## src/ihl_pkg.sv

```systemverilog
`timescale 1ns / 1ps

package ihl_pkg;

    // Width of the memory write address.
    localparam int ADDR_W = 16;
    // Configuration registers are all this wide.
    localparam int CFG_W = 16;
    localparam int CFG_IDX_W = 2;

    localparam logic [CFG_IDX_W-1:0] CFG_MEM_BASE  = 2'd0;
    localparam logic [CFG_IDX_W-1:0] CFG_MEM_SIZE  = 2'd1;
    localparam logic [CFG_IDX_W-1:0] CFG_ADDR_BIAS = 2'd2;

    localparam logic [CFG_W-1:0] MEM_SIZE_RESET = 16'hFFFF;

    typedef enum logic [1:0] {
        ACT_CHAR    = 2'd0,
        ACT_EOL     = 2'd1,
        ACT_RESTART = 2'd2
    } t_action;

    localparam logic [1:0] ST_NONE     = 2'd0;
    localparam logic [1:0] ST_OK       = 2'd1;
    localparam logic [1:0] ST_INVALID  = 2'd2;
    localparam logic [1:0] ST_OVERFLOW = 2'd3;

    localparam logic [7:0] CHAR_COLON = 8'h3A;
    localparam logic [7:0] CHAR_ZERO  = 8'h30;
    localparam logic [7:0] CHAR_NINE  = 8'h39;
    localparam logic [7:0] CHAR_UA    = 8'h41;
    localparam logic [7:0] CHAR_UF    = 8'h46;
    localparam logic [7:0] CHAR_LA    = 8'h61;
    localparam logic [7:0] CHAR_LF    = 8'h66;

    localparam int POS_W = 10;
    localparam logic [POS_W-1:0] POS_MAX = '1;
    // Character positions: colon, count digits, address digits, type digits.
    localparam logic [POS_W-1:0] POS_COUNT_LAST = 10'd2;
    localparam logic [POS_W-1:0] POS_ADDR_LAST  = 10'd6;
    localparam logic [POS_W-1:0] POS_KIND_LAST  = 10'd8;
    localparam logic [POS_W-1:0] POS_DATA_FIRST = 10'd9;

    typedef struct packed {
        logic [CFG_W-1:0] mem_base;
        logic [CFG_W-1:0] mem_size;
        logic [CFG_W-1:0] addr_bias;
    } t_cfg;

    typedef struct packed {
        logic [1:0] action;
        logic [7:0] char_code;
    } t_in_item;

    typedef struct packed {
        logic              write_valid;
        logic [ADDR_W-1:0] write_addr;
        logic [7:0]        write_data;
        logic [1:0]        line_status;
        logic              stopped;
    } t_result;

endpackage

```

## src/ihl_in_if.sv

```systemverilog
`timescale 1ns / 1ps

interface ihl_in_if;
    logic       valid;
    logic       ready;
    logic [1:0] action;
    logic [7:0] char_code;

    modport source (output valid, output action, output char_code, input ready);
    modport sink (input valid, input action, input char_code, output ready);
endinterface

```

## src/ihl_out_if.sv

```systemverilog
`timescale 1ns / 1ps

interface ihl_out_if;
    logic                      valid;
    logic                      ready;
    logic                      write_valid;
    logic [ihl_pkg::ADDR_W-1:0] write_addr;
    logic [7:0]                write_data;
    logic [1:0]                line_status;
    logic                      stopped;

    modport source (
        output valid, output write_valid, output write_addr, output write_data,
        output line_status, output stopped, input ready
    );
    modport sink (
        input valid, input write_valid, input write_addr, input write_data,
        input line_status, input stopped, output ready
    );
endinterface

```

## src/ihl_cfg.sv

```systemverilog
`timescale 1ns / 1ps

module ihl_cfg (
    input  logic                          i_clk,
    input  logic                          i_rst_n,
    input  logic                          i_we,
    input  logic [ihl_pkg::CFG_IDX_W-1:0] i_idx,
    input  logic [ihl_pkg::CFG_W-1:0]     i_data,
    output ihl_pkg::t_cfg                 o_cfg
);
    import ihl_pkg::*;

    t_cfg r_cfg;

    always_ff @(posedge i_clk) begin
        if (!i_rst_n) begin
            r_cfg.mem_base  <= '0;
            r_cfg.mem_size  <= MEM_SIZE_RESET;
            r_cfg.addr_bias <= '0;
        end else if (i_we) begin
            // Writes to an index past the list are dropped.
            unique case (i_idx)
                CFG_MEM_BASE:  r_cfg.mem_base  <= i_data;
                CFG_MEM_SIZE:  r_cfg.mem_size  <= i_data;
                CFG_ADDR_BIAS: r_cfg.addr_bias <= i_data;
                default: ;
            endcase
        end
    end

    assign o_cfg = r_cfg;

endmodule

```

## src/ihl_parser.sv

```systemverilog
`timescale 1ns / 1ps

module ihl_parser (
    input  logic              i_clk,
    input  logic              i_rst_n,
    input  logic              i_step,
    input  ihl_pkg::t_in_item i_item,
    input  ihl_pkg::t_cfg     i_cfg,
    output ihl_pkg::t_result  o_result
);
    import ihl_pkg::*;

    logic [POS_W-1:0] r_pos,     n_pos;
    logic [7:0]       r_count,   n_count;
    logic [16:0]      r_addr,    n_addr;
    logic [7:0]       r_kind,    n_kind;
    logic [3:0]       r_high,    n_high;
    logic [7:0]       r_index,   n_index;
    logic [1:0]       r_outcome, n_outcome;
    logic             r_halted,  n_halted;

    logic       dig_ok;
    logic [3:0] dig_val;
    logic [7:0] ch;
    logic [15:0] addr_shift;
    logic [17:0] addr_end;
    logic [1:0]  eol_res;
    t_result     res;

    assign ch = i_item.char_code;

    always_comb begin
        dig_ok  = 1'b1;
        dig_val = 4'd0;
        if (ch >= CHAR_ZERO && ch <= CHAR_NINE) begin
            dig_val = 4'(ch - CHAR_ZERO);
        end else if (ch >= CHAR_UA && ch <= CHAR_UF) begin
            dig_val = 4'(ch - CHAR_UA + 8'd10);
        end else if (ch >= CHAR_LA && ch <= CHAR_LF) begin
            dig_val = 4'(ch - CHAR_LA + 8'd10);
        end else begin
            dig_ok = 1'b0;
        end
    end

    always_comb begin
        n_pos     = r_pos;
        n_count   = r_count;
        n_addr    = r_addr;
        n_kind    = r_kind;
        n_high    = r_high;
        n_index   = r_index;
        n_outcome = r_outcome;
        n_halted  = r_halted;
        res       = '0;
        eol_res   = r_outcome;
        addr_shift = {r_addr[11:0], dig_val};
        // The overflow sum uses the address that was finished at its last digit.
        addr_end  = {1'b0, r_addr} + {10'd0, r_count};

        unique case (t_action'(i_item.action))
            ACT_RESTART: begin
                n_pos     = '0;
                n_count   = '0;
                n_addr    = '0;
                n_kind    = '0;
                n_high    = '0;
                n_index   = '0;
                n_outcome = ST_NONE;
                n_halted  = 1'b0;
            end
            ACT_EOL: begin
                if (!r_halted) begin
                    if (eol_res == ST_NONE) begin
                        if (r_pos < POS_DATA_FIRST) begin
                            eol_res = ST_INVALID;
                        end else if (r_kind == 8'd0 && r_index < r_count) begin
                            eol_res = ST_INVALID;
                        end
                    end
                    if (eol_res == ST_NONE) begin
                        res.line_status = ST_OK;
                    end else begin
                        res.line_status = eol_res;
                        n_halted = 1'b1;
                    end
                end
                n_pos     = '0;
                n_count   = '0;
                n_addr    = '0;
                n_kind    = '0;
                n_high    = '0;
                n_index   = '0;
                n_outcome = ST_NONE;
            end
            ACT_CHAR: begin
                if (!r_halted && r_outcome == ST_NONE) begin
                    if (r_pos == '0) begin
                        if (ch != CHAR_COLON) begin
                            n_outcome = ST_INVALID;
                        end
                    end else if (r_pos <= POS_KIND_LAST) begin
                        if (!dig_ok) begin
                            n_outcome = ST_INVALID;
                        end else if (r_pos <= POS_COUNT_LAST) begin
                            n_count = {r_count[3:0], dig_val};
                        end else if (r_pos <= POS_ADDR_LAST) begin
                            if (r_pos == POS_ADDR_LAST) begin
                                n_addr = {1'b0, addr_shift} + {1'b0, i_cfg.addr_bias};
                            end else begin
                                n_addr = {1'b0, addr_shift};
                            end
                        end else begin
                            n_kind = {r_kind[3:0], dig_val};
                            if (r_pos == POS_KIND_LAST && n_kind == 8'd0 &&
                                addr_end >= {2'b00, i_cfg.mem_size}) begin
                                n_outcome = ST_OVERFLOW;
                            end
                        end
                    end else if (r_kind == 8'd0 && r_index < r_count) begin
                        if (!dig_ok) begin
                            n_outcome = ST_INVALID;
                        end else if (r_pos[0]) begin
                            // Odd positions carry the high digit of a data byte.
                            n_high = dig_val;
                        end else begin
                            res.write_valid = 1'b1;
                            res.write_data  = {r_high, dig_val};
                            res.write_addr  = ADDR_W'(r_addr) - ADDR_W'(i_cfg.mem_base)
                                            + ADDR_W'(r_index);
                            n_index = r_index + 8'd1;
                        end
                    end
                end
                if (r_pos != POS_MAX) begin
                    n_pos = r_pos + 10'd1;
                end
            end
            default: ;
        endcase
        res.stopped = n_halted;
    end

    always_ff @(posedge i_clk) begin
        if (!i_rst_n) begin
            r_pos     <= '0;
            r_count   <= '0;
            r_addr    <= '0;
            r_kind    <= '0;
            r_high    <= '0;
            r_index   <= '0;
            r_outcome <= ST_NONE;
            r_halted  <= 1'b0;
        end else if (i_step) begin
            r_pos     <= n_pos;
            r_count   <= n_count;
            r_addr    <= n_addr;
            r_kind    <= n_kind;
            r_high    <= n_high;
            r_index   <= n_index;
            r_outcome <= n_outcome;
            r_halted  <= n_halted;
        end
    end

    assign o_result = res;

endmodule

```

## src/intel_hex_record_loader.sv

```systemverilog
`timescale 1ns / 1ps

// Channel   Dir  Handshake              Payload
// i_item    in   valid/ready            action, char_code
// o_result  out  valid/ready            write_valid, write_addr, write_data,
//                                       line_status, stopped
// i_cfg_*   in   write enable only      register index, 16-bit data
//
// One item per cycle sustained while o_result is ready; every item gives one result item.
// An accepted item is held in the input register and parsed from there; its
// result is registered in the output register, from which o_result hands it over.
// The input register refills while the result register drains, so a stall
// on o_result backs up through i_item.ready only once both hold an item.
// Synchronous active-low reset clears the parser, the valid flags and the
// configuration registers (mem_size resets to all ones).

module intel_hex_record_loader (
    input  logic                          i_clk,
    input  logic                          i_rst_n,
    input  logic                          i_cfg_we,
    input  logic [ihl_pkg::CFG_IDX_W-1:0] i_cfg_idx,
    input  logic [ihl_pkg::CFG_W-1:0]     i_cfg_data,
    ihl_in_if.sink                        i_item,
    ihl_out_if.source                     o_result
);
    import ihl_pkg::*;

    logic     r_in_valid;
    t_in_item r_in_item;
    logic     r_out_valid;
    t_result  r_out;

    t_cfg     cfg;
    t_result  step_res;
    logic     advance;

    ihl_cfg u_cfg (
        .i_clk   (i_clk),
        .i_rst_n (i_rst_n),
        .i_we    (i_cfg_we),
        .i_idx   (i_cfg_idx),
        .i_data  (i_cfg_data),
        .o_cfg   (cfg)
    );

    ihl_parser u_parser (
        .i_clk    (i_clk),
        .i_rst_n  (i_rst_n),
        .i_step   (advance),
        .i_item   (r_in_item),
        .i_cfg    (cfg),
        .o_result (step_res)
    );

    assign advance      = r_in_valid && (!r_out_valid || o_result.ready);
    assign i_item.ready = !r_in_valid || advance;

    always_ff @(posedge i_clk) begin
        if (!i_rst_n) begin
            r_in_valid  <= 1'b0;
            r_out_valid <= 1'b0;
        end else begin
            if (i_item.ready) begin
                r_in_valid <= i_item.valid;
            end
            if (advance) begin
                r_out_valid <= 1'b1;
            end else if (o_result.ready) begin
                r_out_valid <= 1'b0;
            end
        end
    end

    always_ff @(posedge i_clk) begin
        if (i_item.ready && i_item.valid) begin
            r_in_item.action    <= i_item.action;
            r_in_item.char_code <= i_item.char_code;
        end
        if (advance) begin
            r_out <= step_res;
        end
    end

    assign o_result.valid       = r_out_valid;
    assign o_result.write_valid = r_out.write_valid;
    assign o_result.write_addr  = r_out.write_addr;
    assign o_result.write_data  = r_out.write_data;
    assign o_result.line_status = r_out.line_status;
    assign o_result.stopped     = r_out.stopped;

endmodule
```

## src/flat_wrapper.sv

```systemverilog
// flat-port wrapper written by rule: the top's interface ports become plain ports
module intel_hex_record_loader_flat import ihl_pkg::*;
  (i_clk, i_rst_n, i_cfg_we, i_cfg_idx, i_cfg_data, i_item_valid, i_item_action, i_item_char_code, i_item_ready, o_result_valid, o_result_write_valid, o_result_write_addr, o_result_write_data, o_result_line_status, o_result_stopped, o_result_ready);
  ihl_in_if i_item_i ();
  ihl_out_if o_result_i ();
  input  logic i_clk;
  input  logic i_rst_n;
  input  logic i_cfg_we;
  input  logic [ihl_pkg::CFG_IDX_W-1:0] i_cfg_idx;
  input  logic [ihl_pkg::CFG_W-1:0] i_cfg_data;
  input wire logic [$bits(i_item_i.valid)-1:0] i_item_valid;
  input wire logic [$bits(i_item_i.action)-1:0] i_item_action;
  input wire logic [$bits(i_item_i.char_code)-1:0] i_item_char_code;
  output wire logic [$bits(i_item_i.ready)-1:0] i_item_ready;
  output wire logic [$bits(o_result_i.valid)-1:0] o_result_valid;
  output wire logic [$bits(o_result_i.write_valid)-1:0] o_result_write_valid;
  output wire logic [$bits(o_result_i.write_addr)-1:0] o_result_write_addr;
  output wire logic [$bits(o_result_i.write_data)-1:0] o_result_write_data;
  output wire logic [$bits(o_result_i.line_status)-1:0] o_result_line_status;
  output wire logic [$bits(o_result_i.stopped)-1:0] o_result_stopped;
  input wire logic [$bits(o_result_i.ready)-1:0] o_result_ready;
  assign i_item_i.valid = i_item_valid;
  assign i_item_i.action = i_item_action;
  assign i_item_i.char_code = i_item_char_code;
  assign i_item_ready = i_item_i.ready;
  assign o_result_valid = o_result_i.valid;
  assign o_result_write_valid = o_result_i.write_valid;
  assign o_result_write_addr = o_result_i.write_addr;
  assign o_result_write_data = o_result_i.write_data;
  assign o_result_line_status = o_result_i.line_status;
  assign o_result_stopped = o_result_i.stopped;
  assign o_result_i.ready = o_result_ready;
  intel_hex_record_loader u_core (.i_clk(i_clk), .i_rst_n(i_rst_n), .i_cfg_we(i_cfg_we), .i_cfg_idx(i_cfg_idx), .i_cfg_data(i_cfg_data), .i_item(i_item_i), .o_result(o_result_i));
endmodule
```

## config.mk

```make
export PLATFORM = sky130hd
export DESIGN_NAME = intel_hex_record_loader_flat
export DESIGN_NICKNAME = d
export VERILOG_FILES = /design/src/ihl_pkg.sv /design/src/ihl_in_if.sv /design/src/ihl_out_if.sv /design/src/ihl_cfg.sv /design/src/ihl_parser.sv /design/src/intel_hex_record_loader.sv /design/src/flat_wrapper.sv
export SDC_FILE = /design/constraint.sdc
export NUM_CORES = 1
export LEC_CHECK = 0
export BUFFER_PORTS_ARGS = -buffer_cell sky130_fd_sc_hd__buf_2
export CORE_MARGIN = 2
export CORE_UTILIZATION = 50
export DETAILED_ROUTE_END_ITERATION = 16
export GPL_ROUTABILITY_DRIVEN = 0
export PLACE_DENSITY = 0.71
export SYNTH_ARGS = -nofsm -noshare
export SYNTH_HDL_FRONTEND = slang
export SYNTH_HIERARCHICAL = 1
export SYNTH_SLANG_ARGS = --single-unit
export TNS_END_PERCENT = 10
```

## constraint.sdc

```tcl
create_clock -name i_clk -period 3.55 [get_ports i_clk]
set_input_delay 0.71 -clock i_clk [delete_from_list [all_inputs] [get_ports i_clk]]
set_output_delay 0.71 -clock i_clk [all_outputs]
set_load 0.05 [all_outputs]
```

### Yosys cells after proc, flatten, opt, wreduce, memory -nomap -nowiden

Index checks and enable logic that the tools add are counted.

* register bits after elaboration: 146
* latch bits: 0
* bits in writable memories: 0
* memory bits (read-only): 0
* bits of input ports: 33
* output and inout port bits: 30
* logic and storage cells: 180
* memories: 0

* $add $sub $neg: 11
* $mul: 0
* divide/modulo/power cells: 0
* $lt $le $gt $ge: 12
* eq/ne operators: 27
* shift-type cells: 0
* mux-type cells: 66
* bitwise operators: 5
* reductions and logical operators: 38

Operator list (count)
* 2-to-1 mux 8 bit: 17
* 2-to-1 mux 17 bit: 7
* case mux 8 bit (2 select lines): 3
* 2-to-1 mux 4 bit: 9
* case mux 17 bit (2 select lines): 1
* AND reduction 8 bit: 4
* 2-to-1 mux 2 bit: 15
* inequality test 2 bit, second input constant: 13
* 2-to-1 mux 25 bit: 1
* inequality test 4 bit, second input constant: 5
* case mux 10 bit (2 select lines): 1
* adder 17 x 8 -> 18 bit: 1
* >= comparator 18 x 16 -> 1 bit: 1
* adder 16 x 16 -> 17 bit: 1
* adder 16 x 8 -> 16 bit: 1
* >= comparator 8 x 7 -> 1 bit, second input constant: 2
* less-or-equal comparator 8 x 7 -> 1 bit, second input constant: 2
* zero test 8 bit: 2
* subtractor 16 bit: 1
* subtractor 4 x 1 -> 4 bit, second input constant: 3
* adder 10 x 1 -> 10 bit, second input constant: 1
* equality test 10 x 3 -> 1 bit, second input constant: 1
* equality test 10 x 4 -> 1 bit, second input constant: 1
* less-or-equal comparator 10 x 2 -> 1 bit, second input constant: 1
* 33 further kinds: 65

### Logic depth before layout (Yosys ltp)

* word-level depth: 16
* depth in mapped cells: 17
* depth with buffers taken out: 17

### By module

The synthesis kept the hierarchy.

Modules (own cells, without submodules)
* ihl_parser: instances 1, cells each 752, area each 5841.9 sq um, seq. area each 1161.1 sq um
* ihl_cfg: instances 1, cells each 197, area each 2011.9 sq um, seq. area each 960.9 sq um
* intel_hex_record_loader: instances 1, cells each 47, area each 1244.9 sq um, seq. area each 1181.1 sq um

### Worst setup path after synthesis

Ideal clock, no wire load.

* kind: in2reg
* start point: in o_result_ready
* end point: reg u_core.u_parser.r_addr[11]
* library setup time: 0.073 ns
* arrival time: 3.743 ns
* required time: 3.477 ns
* path slack: -0.267 ns
* cell stages on the path: 9
* path buffers: 1
* cell sequence: nor2b_4 -> nor2b_1 -> nor2b_1 -> o21ai_0 -> a21o_1 -> or4_1 -> clkbuf_2 -> or2_1 -> o211ai_2

* longest elaborated chain between the ends: 3

Ends and longest elaborated chain
* start: declaration: RTL line flat_wrapper.sv:21 `input wire logic [$bits(o_result_i.ready)-1:0] o_result_ready;`
* logical OR 1 bit: RTL line intel_hex_record_loader.sv:55 `assign advance = r_in_valid && (!r_out_valid || o_result.ready);`
* logical AND 1 bit: RTL line intel_hex_record_loader.sv:55
* named net u_core.advance: RTL line intel_hex_record_loader.sv:35 `logic advance;`
* AND reduction 8 bit (no source line)
* end signal: assignment: RTL line ihl_parser.sv:157 `r_addr <= n_addr;`
* end: declaration: RTL line ihl_parser.sv:15 `logic [16:0] r_addr, n_addr;`

The timed path passes the listed nets, and every way through them passes these cells.
A chain may end at the register's enable or synchronous reset.

### Worst setup path in the final report

* start point: reg u_core.u_parser.r_addr[2]
* end point: reg u_core.u_parser.r_outcome[0]

* longest elaborated chain between the ends: 5

Ends and longest elaborated chain
* adder 17 x 8 -> 18 bit: RTL line ihl_parser.sv:59 `addr_end = {1'b0, r_addr} + {10'd0, r_count};`
* >= comparator 18 x 16 -> 1 bit: RTL line ihl_parser.sv:116 `addr_end >= {2'b00, i_cfg.mem_size}) begin`
* logical AND 1 bit: RTL line ihl_parser.sv:115 `if (r_pos == POS_KIND_LAST && n_kind == 8'd0 &&`
* inequality test 4 bit (no source line)
* AND reduction 9 bit (no source line)
* end signal: assignment: RTL line ihl_parser.sv:161 `r_outcome <= n_outcome;`
* end: declaration: RTL line ihl_parser.sv:19 `logic [1:0] r_outcome, n_outcome;`

Every way passes these cells.

==> metrics.txt <==
CTS Root Cell clkbuf_16; yosys warns 6; Placement Cell Area about 9700 sq um; DRC violations left 0; number of enable flip-flop cells after synthesis 38; most common cell in the netlist dfxtp_1; critical path peak fanout 4; Logic pwr share roughly a tenth; status finished, violations left; Die H 139 microns; clock-pin slew on the worst setup and hold paths 0.06 ns; Worst EP arrival 4.01 ns; number of max-cap violations 0; syn avg cell area just over 9 sq um; pre-CTS WS -0.0253 ns; DRT iter0 DRCs between 500 and 600; Slew HR 33.7%; clock group share of total power between 40% and 50%; Vias 7280; Net Count, Synth 1120; Worst-Skew Late Latency 0.43 ns; Net Switching 984 uW; first-pass GRT wire length between 30000 and 40000 microns; Switching Fraction 23.6%; total gr overflow 0; Synth Register Bits 146; fmax 0.273 GHz; Critical Path End Type flip-flop; kind of start point of the critical path flip-flop; Via density between 5 and 6; Hold-fix buffers, CTS 0; hold crit path type input port to flip-flop; critical setup path kind flip-flop to flip-flop; fillcell total 1563; Area Overhead vs Synth 15.7%; Synth top cells by count dfxtp_1, inv_1, nand2_1, ha_1, nor2_1; Final ANT Viol Nets 0; final setup violating endpoints 3; setup ws final -0.111 ns; Pleak between 4 and 5 nW; final slew viol count 0; Slew @ Worst Pin 0.994 ns; Final Hold Fails 0; Max VDD drop 0.000357 V; Core ar. between 15000 and 20000 sq um; register area share after synthesis 36.3%; top cells by area, synth dfxtp_1, edfxtp_1, ha_1; H-tree Lvls 4; cell area after synthesis 9100 sq um; number of global-route vias before repair 6869; pwr dens a little under 400 nW/um^2; DP HPWL 15600 microns; routed wire length 21600 microns; port bufs slightly above 60; Die ar. 19300 sq um; Synth Flop Type dfxtp_1; Yosys cell types 73; Mapped Cells about 1000; post-synth top area share 23.8%; final instance area 10500 sq um; final period utilization 103%; CTS buffer count 17; Pint around 3.2 mW; Sequential Power Share 42.8%; Initial Util 50.8%; gr usage total between 20 and 25%; area leader, netlist dfxtp_1; failing checks negative setup slack; Crit path required time 3.90 ns; nets 1199; 1st-pass router iterations 7; per-cell routed wire length about 16 microns; share of cells above drive strength 1 16.3%; RSZ-0062 raised after global routing yes; Period minus WS final 3.66 ns; CTS tree done; asr flop ratio synth 0%; setup_tns -0.212 ns; CTS sink cnt 146; Die Wd 139 microns; Ports 63; initial antenna violation count 0; FP Rows 49; clock skew 0.0111 ns; n_diodes 0; largest net degree at the start of global routing 100; Hold WS 0.456 ns; CTS max path bufs 2
-- sequential cells by signal (all words and copies together), names as in the netlist, 2 cells and up --
register and cells:
u_core/o_result.line_status 2, u_core/o_result.write_addr 16, u_core/o_result.write_data 8, u_core/r_in_item 10
u_core/u_cfg/o_cfg 48, u_core/u_parser/r_addr 17, u_core/u_parser/r_count 8, u_core/u_parser/r_high 4
u_core/u_parser/r_index 8, u_core/u_parser/r_kind 8, u_core/u_parser/r_outcome 2, u_core/u_parser/r_pos 10
-- final timing paths --
kind                                     startpoint                                         to  slack [ns]  depth (start not counted)
min reg2reg     u_core/u_cfg/o_cfg[42]$_SDFFE_PN0P_        u_core/u_cfg/o_cfg[42]$_SDFFE_PN0P_        0.46                          2
max          u_core/u_parser/r_addr[2]$_SDFFE_PN0P_  u_core/u_parser/r_outcome[0]$_SDFFE_PN0P_       -0.11                         17
max reg2reg  u_core/u_parser/r_addr[2]$_SDFFE_PN0P_  u_core/u_parser/r_outcome[0]$_SDFFE_PN0P_       -0.11                         17
min                                i_item_action[1]              u_core/r_in_item[9]$_DFFE_PP_        0.46                          1
-- area by class of cell --
class	count	area [sq um]	area share (%)
clock buffer	19	453	4.30
tap	229	287	2.72
clock inverter	13	205	1.95
sequential	146	3310	31.4
multi-input combinational	707	5300	50.3
inverter	107	402	3.81
timing repair buffer	96	578	5.49
-- per-layer routing --
metal	GRT usage, %	vias to the layer above	share of wire, %
met4	6.22	0	1.6
met5	0	-	0
met1	32.5	3409	49
met3	3.76	29	5.3
li1	-	3636	-
met2	33.6	206	44
-- critical path: stages (launching register included) --
cell	delay [ns]
dfxtp_1	0.37
ha_4	0.23
o21ai_0	0.29
nor2_2	0.09
o31a_1	0.30
o311a_1	0.38
o211ai_1	0.29
buf_4	0.18
nor2_1	0.04
xor2_1	0.14
ha_1	0.31
o21ai_1	0.07
o21ai_1	0.15
o211ai_1	0.12
nand3_1	0.11
a21oi_2	0.04
a21oi_2	0.25
mux2i_1	0.22
-- layout by cell type (no fill, tap or decap), drive strengths merged, types with 3 or more instances in the layout --
cell,instances
nand4b,16
a21o,14
nor3b,7
o21bai,4
o211ai,22
nand3b,5
nand2b,7
inv,109
and3,8
fa,10
nor2b,28
a31oi,6
ha,81
clkinv,5
nand3,20
nor2,71
o21a,15
nand2,92
xor2,24
o21ai,52
bufinv,5
a22oi,14
nand4,11
and2,16
a211oi,6
xnor2,29
edfxtp,38
clkbuf,19
nor3,20
buf,96
nor4,9
mux2i,48
o22a,3
a21boi,3
dfxtp,108
or2,3
a21oi,36
-- cells by family after synthesis --
logic type / Yosys count / synth area share (%)
xor gates and xnor gates: 53 / 5.10
and+or+nand+nor: 318 / 18.3
adders and majority gates: 91 / 13.3
muxes: 48 / 5.28
DFF: 146 / 36.3
buffers and inverters: 143 / 6.88
AOI/OAI and AO/OA: 197 / 14.8
-- power by group through the flow --
| stage | combinational, mW | clock [mW] | sequential [mW] |
|---|---|---|---|
| floorplan | 0.241 | 0 | 1.85 |
| global placement | 0.367 | 0 | 1.81 |
| detailed placement | 0.370 | 0 | 1.82 |
| CTS | 0.376 | 2.02 | 1.78 |
| global route | 0.422 | 2.09 | 1.78 |
| finish | 0.386 | 2.00 | 1.78 |
-- per-stage QoR --
stage               power [mW]  instances  utilization [%]
floorplan                 2.09        996                -
global placement          2.18       1277             54.2
detailed placement        2.19       1277             54.2
CTS                       4.18       1312             58.1
global route              4.30       1317             58.8
finish                    4.16       1317             58.8
-- timing repair --
item,in CTS,in global routing
endpoints found under the setup margin,4,10
buffers inserted,3,5
resized for setup,5,24
pin swaps,2,13
No activity file was read; power rests on OpenSTA's default activity.
